===== src/rtl/settings_pair_block_parser_assert.svh =====
// Assertion helpers for the settings pair block parser.
`ifndef SETTINGS_PAIR_BLOCK_PARSER_ASSERT_SVH
`define SETTINGS_PAIR_BLOCK_PARSER_ASSERT_SVH

// Consequent checked in the same cycle as the antecedent.
`define SPBP_ASSERT_SAME(label, ante, cons, msg) \
   label: assert property (@(posedge clock) disable iff (reset) (ante) |-> (cons)) \
      else $error(msg);

// Consequent checked in the cycle after the antecedent.
`define SPBP_ASSERT_NEXT(label, ante, cons, msg) \
   label: assert property (@(posedge clock) disable iff (reset) (ante) |=> (cons)) \
      else $error(msg);

`endif


===== src/rtl/spbp_pkg.sv =====
package spbp_pkg;

   // Block layout: 4-byte count, then 8-byte records.
   localparam int unsigned COUNT_BYTES  = 4;
   localparam int unsigned RECORD_BYTES = 8;
   localparam int unsigned POS_W        = 3;
   localparam int unsigned SHIFT_W      = 56;

   localparam logic [POS_W-1:0] COUNT_LAST_POS  = POS_W'(COUNT_BYTES - 1);
   localparam logic [POS_W-1:0] RECORD_LAST_POS = POS_W'(RECORD_BYTES - 1);

   // Result queue; the depth must be a power of two and at least two.
   localparam int unsigned RSP_DEPTH = 4;
   localparam int unsigned RSP_PTR_W = $clog2(RSP_DEPTH);
   localparam int unsigned RSP_LVL_W = RSP_PTR_W + 1;

   typedef enum logic [1:0] {
      PH_HEADER = 2'd0,
      PH_PAIRS  = 2'd1,
      PH_DONE   = 2'd2
   } phase_type;

   typedef enum logic [1:0] {
      ST_PAIR  = 2'd0,
      ST_EMPTY = 2'd1,
      ST_SHORT = 2'd2
   } status_type;

   typedef struct packed {
      status_type  status;
      logic [23:0] pair_id;
      logic [7:0]  pair_flag;
      logic [31:0] pair_value;
      logic        block_done;
      logic        last;
   } rsp_entry_type;

   // Up to two results produced by one accepted byte, in order.
   typedef struct packed {
      logic          first_valid;
      rsp_entry_type first;
      logic          second_valid;
      rsp_entry_type second;
   } push_type;

endpackage


===== src/rtl/spbp_req_if.sv =====
interface spbp_req_if;
   logic       valid;
   logic       ready;
   logic [7:0] data_byte;
   logic       chunk_end;
   logic       new_block;

   modport source (output valid, output data_byte, output chunk_end, output new_block,
                   input ready);
   modport sink (input valid, input data_byte, input chunk_end, input new_block,
                 output ready);
endinterface


===== src/rtl/spbp_rsp_if.sv =====
interface spbp_rsp_if;
   logic        valid;
   logic        ready;
   logic [1:0]  status;
   logic [23:0] pair_id;
   logic [7:0]  pair_flag;
   logic [31:0] pair_value;
   logic        block_done;
   logic        last;

   modport source (output valid, output status, output pair_id, output pair_flag,
                   output pair_value, output block_done, output last, input ready);
   modport sink (input valid, input status, input pair_id, input pair_flag,
                 input pair_value, input block_done, input last, output ready);
endinterface


===== src/rtl/spbp_parser.sv =====
module spbp_parser (
   input  logic               clock,
   input  logic               reset,
   input  logic               accept,
   input  logic [7:0]         data_byte,
   input  logic               chunk_end,
   input  logic               new_block,
   input  logic               version_two,
   output spbp_pkg::push_type push
);

   spbp_pkg::phase_type                 phase_ff, phase_in;
   logic [spbp_pkg::POS_W-1:0]          pos_ff, pos_in;
   logic [31:0]                         count_ff, count_in;
   logic [31:0]                         done_ff, done_in;
   logic [spbp_pkg::SHIFT_W-1:0]        shift_ff, shift_in;

   spbp_pkg::phase_type                 ph;
   logic [spbp_pkg::POS_W-1:0]          pos;
   logic [31:0]                         cnt;
   logic [31:0]                         pd;
   logic [spbp_pkg::SHIFT_W-1:0]        sh;
   logic [63:0]                         word;
   logic [31:0]                         pairs_next;
   logic                                finished;
   logic                                byte_valid;
   spbp_pkg::rsp_entry_type             byte_res;
   logic                                short_valid;
   spbp_pkg::rsp_entry_type             short_res;

   // Parse one byte: restart first, then header or record assembly, then chunk end.
   always_comb begin
      ph  = new_block ? spbp_pkg::PH_HEADER : phase_ff;
      pos = new_block ? '0 : pos_ff;
      cnt = new_block ? '0 : count_ff;
      pd  = new_block ? '0 : done_ff;
      sh  = new_block ? '0 : shift_ff;

      word       = {sh, data_byte};
      pairs_next = pd + 32'd1;
      finished   = (pairs_next >= cnt);

      phase_in   = ph;
      pos_in     = pos;
      count_in   = cnt;
      done_in    = pd;
      shift_in   = sh;
      byte_valid = 1'b0;
      byte_res   = '0;

      unique case (ph)
         spbp_pkg::PH_HEADER: begin
            if (pos >= spbp_pkg::COUNT_LAST_POS) begin
               count_in = word[31:0];
               pos_in   = '0;
               shift_in = '0;
               done_in  = '0;
               if (word[31:0] == 32'd0) begin
                  phase_in            = spbp_pkg::PH_DONE;
                  byte_valid          = 1'b1;
                  byte_res.status     = spbp_pkg::ST_EMPTY;
                  byte_res.block_done = 1'b1;
               end else begin
                  phase_in = spbp_pkg::PH_PAIRS;
               end
            end else begin
               shift_in = word[spbp_pkg::SHIFT_W-1:0];
               pos_in   = pos + spbp_pkg::POS_W'(1);
            end
         end
         spbp_pkg::PH_PAIRS: begin
            if (pos >= spbp_pkg::RECORD_LAST_POS) begin
               byte_valid          = 1'b1;
               byte_res.status     = spbp_pkg::ST_PAIR;
               byte_res.pair_value = word[31:0];
               byte_res.block_done = finished;
               // Version 2 puts a little-endian id ahead of the flag byte.
               if (version_two) begin
                  byte_res.pair_id   = {word[47:40], word[55:48], word[63:56]};
                  byte_res.pair_flag = word[39:32];
               end else begin
                  byte_res.pair_id   = word[55:32];
                  byte_res.pair_flag = word[63:56];
               end
               done_in  = pairs_next;
               pos_in   = '0;
               shift_in = '0;
               if (finished) begin
                  phase_in = spbp_pkg::PH_DONE;
               end
            end else begin
               shift_in = word[spbp_pkg::SHIFT_W-1:0];
               pos_in   = pos + spbp_pkg::POS_W'(1);
            end
         end
         default: begin
            // Completed block, or the unused phase code: bytes are ignored.
         end
      endcase

      // A chunk ending while the block is still open drops the partial field.
      short_valid = chunk_end &&
                    (phase_in == spbp_pkg::PH_HEADER || phase_in == spbp_pkg::PH_PAIRS);
      short_res        = '0;
      short_res.status = spbp_pkg::ST_SHORT;
      short_res.last   = 1'b1;
      if (short_valid) begin
         pos_in   = '0;
         shift_in = '0;
      end
      byte_res.last = !short_valid;

      // Order the results: the byte's own result first, then the short mark.
      push.first_valid  = accept && (byte_valid || short_valid);
      push.first        = byte_valid ? byte_res : short_res;
      push.second_valid = accept && byte_valid && short_valid;
      push.second       = short_res;
   end

   // Parse state registers.
   always_ff @(posedge clock) begin
      if (reset) begin
         phase_ff <= spbp_pkg::PH_HEADER;
         pos_ff   <= '0;
         count_ff <= '0;
         done_ff  <= '0;
         shift_ff <= '0;
      end else if (accept) begin
         phase_ff <= phase_in;
         pos_ff   <= pos_in;
         count_ff <= count_in;
         done_ff  <= done_in;
         shift_ff <= shift_in;
      end
   end

endmodule


===== src/rtl/spbp_rsp_fifo.sv =====
module spbp_rsp_fifo (
   input  logic                              clock,
   input  logic                              reset,
   input  spbp_pkg::push_type                push,
   output logic                              space_ok,
   output logic [spbp_pkg::RSP_LVL_W-1:0]    level,
   spbp_rsp_if.source                        rsp_chan
);

   spbp_pkg::rsp_entry_type                  entry_ff [spbp_pkg::RSP_DEPTH];
   logic [spbp_pkg::RSP_PTR_W-1:0]           wr_ptr_ff, wr_ptr_in;
   logic [spbp_pkg::RSP_PTR_W-1:0]           rd_ptr_ff, rd_ptr_in;
   logic [spbp_pkg::RSP_LVL_W-1:0]           level_ff, level_in;
   logic [1:0]                               n_push;
   logic                                     pop;
   spbp_pkg::rsp_entry_type                  head;

   // Pointer and fill level bookkeeping; up to two pushes and one pop per cycle.
   always_comb begin
      n_push    = {1'b0, push.first_valid} + {1'b0, push.second_valid};
      pop       = rsp_chan.valid && rsp_chan.ready;
      wr_ptr_in = wr_ptr_ff + spbp_pkg::RSP_PTR_W'(n_push);
      rd_ptr_in = rd_ptr_ff + spbp_pkg::RSP_PTR_W'(pop);
      level_in  = level_ff + spbp_pkg::RSP_LVL_W'(n_push) - spbp_pkg::RSP_LVL_W'(pop);
      space_ok  = (level_ff <= spbp_pkg::RSP_LVL_W'(spbp_pkg::RSP_DEPTH - 2));
      level     = level_ff;
   end

   always_ff @(posedge clock) begin
      if (reset) begin
         wr_ptr_ff <= '0;
         rd_ptr_ff <= '0;
         level_ff  <= '0;
      end else begin
         wr_ptr_ff <= wr_ptr_in;
         rd_ptr_ff <= rd_ptr_in;
         level_ff  <= level_in;
      end
   end

   // Result storage.
   always_ff @(posedge clock) begin
      if (push.first_valid) begin
         entry_ff[wr_ptr_ff] <= push.first;
      end
      if (push.second_valid) begin
         entry_ff[wr_ptr_ff + spbp_pkg::RSP_PTR_W'(1)] <= push.second;
      end
   end

   // Head of the queue drives the result channel.
   assign head                = entry_ff[rd_ptr_ff];
   assign rsp_chan.valid      = (level_ff != '0);
   assign rsp_chan.status     = head.status;
   assign rsp_chan.pair_id    = head.pair_id;
   assign rsp_chan.pair_flag  = head.pair_flag;
   assign rsp_chan.pair_value = head.pair_value;
   assign rsp_chan.block_done = head.block_done;
   assign rsp_chan.last       = head.last;

endmodule


===== src/rtl/settings_pair_block_parser.sv =====
// Channel    Dir  Payload                                                Accepted
// req_chan   in   data_byte, chunk_end, new_block                        valid && ready
// rsp_chan   out  status, pair_id, pair_flag, pair_value, block_done,    valid && ready
//                 last
// csr        in   csr_wr_data (version two mode)                         csr_wr_en
//
// One byte is accepted per cycle; its results are registered in a four-entry result
// queue whose head drives rsp_chan. The result port drains one transaction per cycle
// while rsp_chan.ready is high, so a byte that yields a pair and an insufficient-data
// mark takes two transactions. req_chan.ready drops while fewer than two queue entries
// are free. Reset is synchronous and clears parse state, the queue and the mode.
`include "settings_pair_block_parser_assert.svh"

module settings_pair_block_parser (
   input  logic        clock,
   input  logic        reset,
   spbp_req_if.sink    req_chan,
   spbp_rsp_if.source  rsp_chan,
   input  logic        csr_wr_en,
   input  logic        csr_wr_data
);

   logic                                  version_two_ff;
   logic                                  accept;
   logic                                  space_ok;
   logic [spbp_pkg::RSP_LVL_W-1:0]        fifo_level;
   spbp_pkg::push_type                    push;

   // Mode register.
   always_ff @(posedge clock) begin
      if (reset) begin
         version_two_ff <= 1'b0;
      end else if (csr_wr_en) begin
         version_two_ff <= csr_wr_data;
      end
   end

   assign req_chan.ready = space_ok;
   assign accept         = req_chan.valid && space_ok;

   spbp_parser u_parser (
      .clock       (clock),
      .reset       (reset),
      .accept      (accept),
      .data_byte   (req_chan.data_byte),
      .chunk_end   (req_chan.chunk_end),
      .new_block   (req_chan.new_block),
      .version_two (version_two_ff),
      .push        (push)
   );

   spbp_rsp_fifo u_rsp_fifo (
      .clock    (clock),
      .reset    (reset),
      .push     (push),
      .space_ok (space_ok),
      .level    (fifo_level),
      .rsp_chan (rsp_chan)
   );

   `SPBP_ASSERT_SAME(a_push_order, push.second_valid, push.first_valid, "second result without first")
   `SPBP_ASSERT_SAME(a_second_short, push.second_valid, push.second.status == spbp_pkg::ST_SHORT && !push.second.block_done, "second result is not insufficient data")
   `SPBP_ASSERT_SAME(a_single_last, push.first_valid && !push.second_valid, push.first.last, "single result lacks last mark")
   `SPBP_ASSERT_NEXT(a_level_bound, req_chan.valid && req_chan.ready, fifo_level <= spbp_pkg::RSP_LVL_W'(spbp_pkg::RSP_DEPTH), "result queue overflow")

endmodule

===== src/flat_wrapper.sv =====
// flat-port wrapper written by rule: the top's interface ports become plain ports
module settings_pair_block_parser_flat 
  (clock, reset, csr_wr_en, csr_wr_data, req_chan_valid, req_chan_data_byte, req_chan_chunk_end, req_chan_new_block, req_chan_ready, rsp_chan_valid, rsp_chan_status, rsp_chan_pair_id, rsp_chan_pair_flag, rsp_chan_pair_value, rsp_chan_block_done, rsp_chan_last, rsp_chan_ready);
  spbp_req_if req_chan_i ();
  spbp_rsp_if rsp_chan_i ();
  input  logic clock;
  input  logic reset;
  input  logic csr_wr_en;
  input  logic csr_wr_data;
  input wire logic [$bits(req_chan_i.valid)-1:0] req_chan_valid;
  input wire logic [$bits(req_chan_i.data_byte)-1:0] req_chan_data_byte;
  input wire logic [$bits(req_chan_i.chunk_end)-1:0] req_chan_chunk_end;
  input wire logic [$bits(req_chan_i.new_block)-1:0] req_chan_new_block;
  output wire logic [$bits(req_chan_i.ready)-1:0] req_chan_ready;
  output wire logic [$bits(rsp_chan_i.valid)-1:0] rsp_chan_valid;
  output wire logic [$bits(rsp_chan_i.status)-1:0] rsp_chan_status;
  output wire logic [$bits(rsp_chan_i.pair_id)-1:0] rsp_chan_pair_id;
  output wire logic [$bits(rsp_chan_i.pair_flag)-1:0] rsp_chan_pair_flag;
  output wire logic [$bits(rsp_chan_i.pair_value)-1:0] rsp_chan_pair_value;
  output wire logic [$bits(rsp_chan_i.block_done)-1:0] rsp_chan_block_done;
  output wire logic [$bits(rsp_chan_i.last)-1:0] rsp_chan_last;
  input wire logic [$bits(rsp_chan_i.ready)-1:0] rsp_chan_ready;
  assign req_chan_i.valid = req_chan_valid;
  assign req_chan_i.data_byte = req_chan_data_byte;
  assign req_chan_i.chunk_end = req_chan_chunk_end;
  assign req_chan_i.new_block = req_chan_new_block;
  assign req_chan_ready = req_chan_i.ready;
  assign rsp_chan_valid = rsp_chan_i.valid;
  assign rsp_chan_status = rsp_chan_i.status;
  assign rsp_chan_pair_id = rsp_chan_i.pair_id;
  assign rsp_chan_pair_flag = rsp_chan_i.pair_flag;
  assign rsp_chan_pair_value = rsp_chan_i.pair_value;
  assign rsp_chan_block_done = rsp_chan_i.block_done;
  assign rsp_chan_last = rsp_chan_i.last;
  assign rsp_chan_i.ready = rsp_chan_ready;
  settings_pair_block_parser u_core (.clock(clock), .reset(reset), .req_chan(req_chan_i), .rsp_chan(rsp_chan_i), .csr_wr_en(csr_wr_en), .csr_wr_data(csr_wr_data));
endmodule

===== config.mk =====
export PLATFORM = sky130hd
export DESIGN_NAME = settings_pair_block_parser_flat
export DESIGN_NICKNAME = d
export VERILOG_FILES = /design/src/rtl/spbp_pkg.sv /design/src/rtl/spbp_req_if.sv /design/src/rtl/spbp_rsp_if.sv /design/src/rtl/spbp_parser.sv /design/src/rtl/spbp_rsp_fifo.sv /design/src/rtl/settings_pair_block_parser.sv /design/src/flat_wrapper.sv
export VERILOG_INCLUDE_DIRS = /design/src /design/src/rtl
export SDC_FILE = /design/constraint.sdc
export NUM_CORES = 1
export LEC_CHECK = 0
export BUFFER_PORTS_ARGS = -buffer_cell sky130_fd_sc_hd__clkbuf_2
export CAP_MARGIN = 20
export CORE_ASPECT_RATIO = 1.25
export CORE_MARGIN = 2
export CORE_UTILIZATION = 30
export CTS_CLUSTER_SIZE = 28
export DETAILED_ROUTE_END_ITERATION = 7
export REMOVE_ABC_BUFFERS = 1
export SLEW_MARGIN = 20
export SYNTH_ARGS = -nofsm -noshare
export SYNTH_HDL_FRONTEND = slang
export SYNTH_SLANG_ARGS = --single-unit

===== constraint.sdc =====
create_clock -name clock -period 21.6 [get_ports clock]
set_input_delay 4.32 -clock clock [delete_from_list [all_inputs] [get_ports clock]]
set_output_delay 4.32 -clock clock [all_outputs]
set_load 0.01 [all_outputs]

==> results of run 1 <==
-- cells in the final DEF (no fill, tap or decap), types with 24 or more instances in the layout --
cell type / synthesis / layout
a21oi_1: 308 / 306
a22o_1: 38 / 38
a22oi_1: 41 / 41
a32oi_1: 24 / 24
clkbuf_16: 0 / 41
clkbuf_2: 20 / 84
dfxtp_1: 405 / 403
ha_1: 42 / 42
mux2_2: 32 / 32
mux4_2: 68 / 68
nand2_1: 81 / 80
nand3_1: 271 / 270
nor2_1: 114 / 113
o21ai_0: 277 / 277
xnor2_1: 26 / 26
-- flip-flops by register name, summed over array words and instances, names as in the netlist --
register                     flops
u_core.u_rsp_fifo.level          3
u_core.version_two_ff            1
u_core.u_rsp_fifo.wr_ptr_ff      2
u_core.u_parser.done_ff         32
u_core.u_rsp_fifo.rd_ptr_ff      2
u_core.u_parser.shift_ff        56
u_core.u_rsp_fifo.entry_ff     272
u_core.u_parser.pos_ff           3
u_core.u_parser.count_ff        32
u_core.u_parser.phase_ff         2
-- worst min-delay path: cells and delay by family, from the launching register on --
family | cells | cell delay, ns
DFF | 1 | 0.30
AOI/OAI and AO/OA | 2 | 0.12
-- cell type report --
type	count	area, um2	share of cell area
sequential	405	8120	0.383
clock buffer	59	1130	0.0535
timing repair buffer	109	632	0.0298
clock inverter	10	143	0.00674
tap	840	1050	0.0496
inverter	12	45.0	0.00213
multi-input combinational	1507	10100	0.475
-- metal layers --
layer  track usage  share of wire  vias to the layer above  routed length [um]
met5             0        0.00023                        -                  14
met4        0.0740          0.036                        2                2180
met3        0.0251          0.065                      128                3980
met2         0.304           0.49                      673               30000
met1         0.223           0.41                     8415               24700
li1              -              -                     7752                   -
-- logic make-up after synthesis --
| family | after synthesis | share of synthesized area |
|---|---|---|
| compound gates | 756 | 0.229 |
| xor+xnor | 34 | 0.0156 |
| fa+ha+maj | 43 | 0.0285 |
| buf+inv | 254 | 0.0549 |
| flops | 405 | 0.424 |
| mux | 101 | 0.0994 |
| simple gates | 573 | 0.149 |
-- cells in the mapped netlist, drive strengths merged, types with 7 or more instances --
cell type  instances
a21oi            308
a22o              38
a22oi             41
a32oi             24
and2               7
buf               44
clkbuf           198
dfxtp            405
ha                42
inv               12
mux2              32
mux4              68
nand2             82
nand2b             9
nand3            271
nand4             14
nor2             114
nor2b             16
nor3              15
nor4              11
o21ai            292
or3               11
xnor2             26
xor2               8
-- path summary, 6_finish.rpt --
check                                                        from                                end  slack (ns)  depth (start not counted)
worst max-delay path                           req_chan_new_block         u_core.u_rsp_fifo.level[2]       11.90                         27
worst min-delay path            u_core.u_rsp_fifo.entry_ff[3][40]  u_core.u_rsp_fifo.entry_ff[3][40]        0.47                          2
worst max register to register         u_core.u_parser.done_ff[0]         u_core.u_rsp_fifo.level[2]       15.70                         25
worst min register to register  u_core.u_rsp_fifo.entry_ff[3][40]  u_core.u_rsp_fifo.entry_ff[3][40]        0.47                          2
-- power by group through the flow --
| stage | combinational (mW) | sequential, mW | clock (mW) |
|---|---|---|---|
| global placement | 0.206 | 0.812 | 0 |
| global route | 0.224 | 0.799 | 0.739 |
| floorplan | 0.114 | 0.813 | 0 |
| finish | 0.209 | 0.794 | 0.699 |
| CTS | 0.208 | 0.796 | 0.710 |
| detailed placement | 0.207 | 0.813 | 0 |
==> impl_metrics.toml, run 1 <==
[yosys]
ys.flop_type = "dfxtp_1"
synth.top_cell.area_share = 0.424
synth-async-reset-ratio = 0
yosysUniqueCellTypes = 71
ys_top_cells_by_area = "dfxtp_1 (42%), a21oi_1 (8.1%), mux4_2 (8.0%), o21ai_0 (7.2%), nand3_1 (7.1%)"
syn_inst = 2166
syn-cell-area_um2 = 19100
synth_top_area_cell = "dfxtp_1"
syn_area_per_cell_um2 = 8.84
yosysWarnings = 0
ys_ff_latch = 405
ys_seq_area_frac = 0.424
synth_edf_count = 0

[cts]
clockBufferDepth = 3
cts_inserted_buffers = 40
cts.htree.levels = 2
clk_latency_ns = 0.55
clk_pin_slew_worst_paths_ns = 0.07
cts_tree = "yes"
post_cts_buffers = 0
cts_resized = 0
cts_sinks = 405
root_buffer = "clkbuf_16"
ctsHoldBuffers = 0

[route]
drt_first_iter_violations = 1667
ant_nets = 0
vias = 17000
drc = 0
drt-total-wl_um = 60900
viasPerCell = 5.77
routedWlPerCell_um = 20.7
dr.pass1.iters = 6

[setup_path]
critPathCaptureType = "flop"
worstSetupPathType = "in2reg"
cp.arrival_ns = 10.13
cp.required_ns = 22.03
crit_path_max_incr_delay_ns = 0.52
cp_top_family = "simple AND/OR/NAND/NOR gates"
critPathMostFrequentCell = "ha_1"
slowest_stage = "or3_1"
cp-start-kind = "input port"
worst-path-buf-inv = 5
cp_max_fo = 55

[timing]
post-route-period-util = 0.449
drv_slew = 0
fmax_mhz = 103
fin_skew_ns = 0.0117
slew_headroom = 0.253
tns_ns = 0
rsz0062_at_grt = "no"
post-route-min-period_ns = 9.70
tightest_slew_ns = 1.12
worst_slack_ns = 11.90
hold_viol = 0
timing.hold.ws_ns = 0.473
setup_viol = 0

[die]
initial_core_util = 0.303
std_cell_rows = 103
core_um2 = 63100
die_w_um = 230
die_y_um = 286
die_area_um2 = 65800
pin_count = 86

[global_routing]
antenna_found_initial = 1
grt_util_all_layers = 0.177
grt_first_pass_wirelength_um = 94200
grt_pass1_vias = 16200
overflow = 0
grt_start_max_net_pins = 243

[final_layout]
postLayoutCellArea_um2 = 21200
stdcell_count = 2942
fin_util = 0.335
layout.nets = 2134
drive_gt1_frac = 0.142
fillers = 6435
antennaDiodeCount = 0
syn2layout_area_growth_pct = 10.6

[pwr]
p_total_mw = 1.70
p_int_mw = 1.23
combPwrFrac = 0.123
p_sw_frac = 0.277
clockPowerShare = 0.410
p_sw_uw = 472
p_per_area_nw_per_um2 = 80.4
p_leak_nw = 7.21
peakVddDrop_uv = 48.9
p_seq_frac = 0.467

[placement]
place_ws_ns = 11.31
io_buffers = 85
dp_hpwl_um = 33900
place_inst = 2872
place.gp.congestion = 0.837
place_area_um2 = 19900

[run_status]
outcome = "complete, no violations"

[hold_path]
min_path_type = "reg2reg"

[flow_run]
maxCapViolations = 0
Power figures use the tool's default switching activity.
==> inputs of run 2 (changes only) <==
==> constraint.sdc (replaced) <==
create_clock -name clock -period 9.85 [get_ports clock]
set_input_delay 1.97 -clock clock [delete_from_list [all_inputs] [get_ports clock]]
set_output_delay 1.97 -clock clock [all_outputs]
set_load 0.01 [all_outputs]
==> impl_metrics.toml, run 2 (synthesis gave the netlist of run 1 again) <==
[run_status]
outcome = "complete, no violations"

[hold_path]
min_path_type = "reg2reg"

[die]
die_w_um = 230
initial_core_util = 0.303
core_um2 = 63100
die_area_um2 = 65800
pin_count = 86
die_y_um = 286
std_cell_rows = 103

[pwr]
p_sw_frac = 0.278
p_int_mw = 2.81
p_per_area_nw_per_um2 = 182
p_total_mw = 3.89
peakVddDrop_uv = 134
p_seq_frac = 0.445
p_sw_mw = 1.08
combPwrFrac = 0.121
p_leak_nw = 7.31
clockPowerShare = 0.434

[route]
drt_first_iter_violations = 1675
viasPerCell = 5.75
routedWlPerCell_um = 20.9
dr.pass1.iters = 6
drc = 0
vias = 17000
drt-total-wl_um = 61600
ant_nets = 0

[setup_path]
critPathCaptureType = "flop"
cp.required_ns = 10.28
cp.arrival_ns = 7.74
worstSetupPathType = "in2reg"
cp_max_fo = 34
rrSetupSlack_ns = 3.91
cp-start-kind = "input port"

[cts]
post_cts_buffers = 0
clockBufferDepth = 3
cts.htree.levels = 2
cts_inserted_buffers = 42
root_buffer = "clkbuf_16"
clk_latency_ns = 0.58
ctsHoldBuffers = 0
cts_tree = "yes"
cts_sinks = 405
cts_resized = 0
clk_pin_slew_worst_paths_ns = 0.06

[placement]
place.gp.congestion = 0.847
dp_hpwl_um = 34000
place_area_um2 = 19900
io_buffers = 85

[global_routing]
grt_start_max_net_pins = 133
overflow = 0
grt_pass1_vias = 16600
grt_util_all_layers = 0.180
antenna_found_initial = 0
grt_first_pass_wirelength_um = 96000

[final_layout]
final_common_cell = "dfxtp_1"
final_cell_mix = "dfxtp_1 (403), a21oi_1 (306), o21ai_0 (277)"
largest_registers = "u_core.u_rsp_fifo.entry_ff: 272 flops, u_core.u_parser.shift_ff: 56 flops"
syn2layout_area_growth_pct = 11.5
drive_gt1_frac = 0.147
postLayoutCellArea_um2 = 21300
largest_register = "u_core.u_rsp_fifo.entry_ff"
largest_register_ffs = 272
layout.nets = 2136

[timing]
setup_viol = 0
post-route-min-period_ns = 7.31
timing.hold.ws_ns = 0.473
fmax_mhz = 137
drv_slew = 0
tightest_slew_ns = 1.14
post-route-period-util = 0.742
rsz0062_at_grt = "no"
fin_skew_ns = 0.0268
slew_headroom = 0.238
hold_viol = 0

[flow_run]
maxCapViolations = 0
[run 2: cell count changes in the layout (fill, tap and decap cells not counted), moves of 2 or more]
cell,delta
clkinv_2,+4
clkbuf_16,+2
clkbuf_1,-6
inv_16,+2
inv_6,-2
clkbuf_8,+6
[run 2: stage by stage]
step / setup slack [ns] / utilization / cells / setup TNS, ns
floorplan: -1.81 / - / 1924 / -257.50
global placement: 1.99 / 0.315 / 2873 / 0
detailed placement: 1.93 / 0.315 / 2873 / 0
CTS: 2.51 / 0.338 / 2949 / 0
global route: 2.09 / 0.338 / 2949 / 0
finish: 2.54 / 0.338 / 2950 / 0
[run 2: routing by layer]
layer  wire [um]  track usage
met1       25200        0.225
met2       30900        0.316
met3        3780       0.0233
met4        1750       0.0668
met5           0            0
[run 2: cell type report]
cell class / instances / area, um2
inverter: 12 / 45.0
tap: 840 / 1050
fill: 6490 / 41800
antenna: 1 / 2.50
sequential: 405 / 8120
timing repair buffer: 109 / 616
clock inverter: 15 / 223
clock buffer: 61 / 1240
multi-input combinational: 1507 / 10100
[run 2: worst paths after layout]
path                                      from                                 to  depth (start not counted)
min          u_core.u_rsp_fifo.entry_ff[3][33]  u_core.u_rsp_fifo.entry_ff[3][33]                          2
max reg2reg         u_core.u_parser.done_ff[0]         u_core.u_rsp_fifo.level[2]                         25
max                         req_chan_new_block         u_core.u_rsp_fifo.level[2]                         25
min reg2reg  u_core.u_rsp_fifo.entry_ff[3][33]  u_core.u_rsp_fifo.entry_ff[3][33]                          2
[run 2: power groups by stage]
stage | sequential [mW] | combinational, mW | clock (mW)
floorplan | 1.78 | 0.251 | 0
global placement | 1.77 | 0.466 | 0
detailed placement | 1.77 | 0.466 | 0
CTS | 1.73 | 0.471 | 1.71
global route | 1.74 | 0.503 | 1.78
finish | 1.73 | 0.470 | 1.69
[run 2: worst max-delay path, stage by stage]
cell	delay, ns
clkbuf_2	0.28
buf_4	0.35
nand2b_1	0.21
or4_4	0.52
nor4_4	0.52
and4_1	0.33
xnor2_1	0.14
nor2_1	0.06
ha_1	0.32
nand4_1	0.18
nor2_1	0.09
nand3b_1	0.10
nand4_1	0.43
a21o_1	0.33
nor3_1	0.31
ha_1	0.31
inv_1	0.06
ha_1	0.22
inv_1	0.06
ha_1	0.13
inv_1	0.05
fa_1	0.37
xnor2_1	0.19
xnor2_1	0.14
nor2_1	0.05
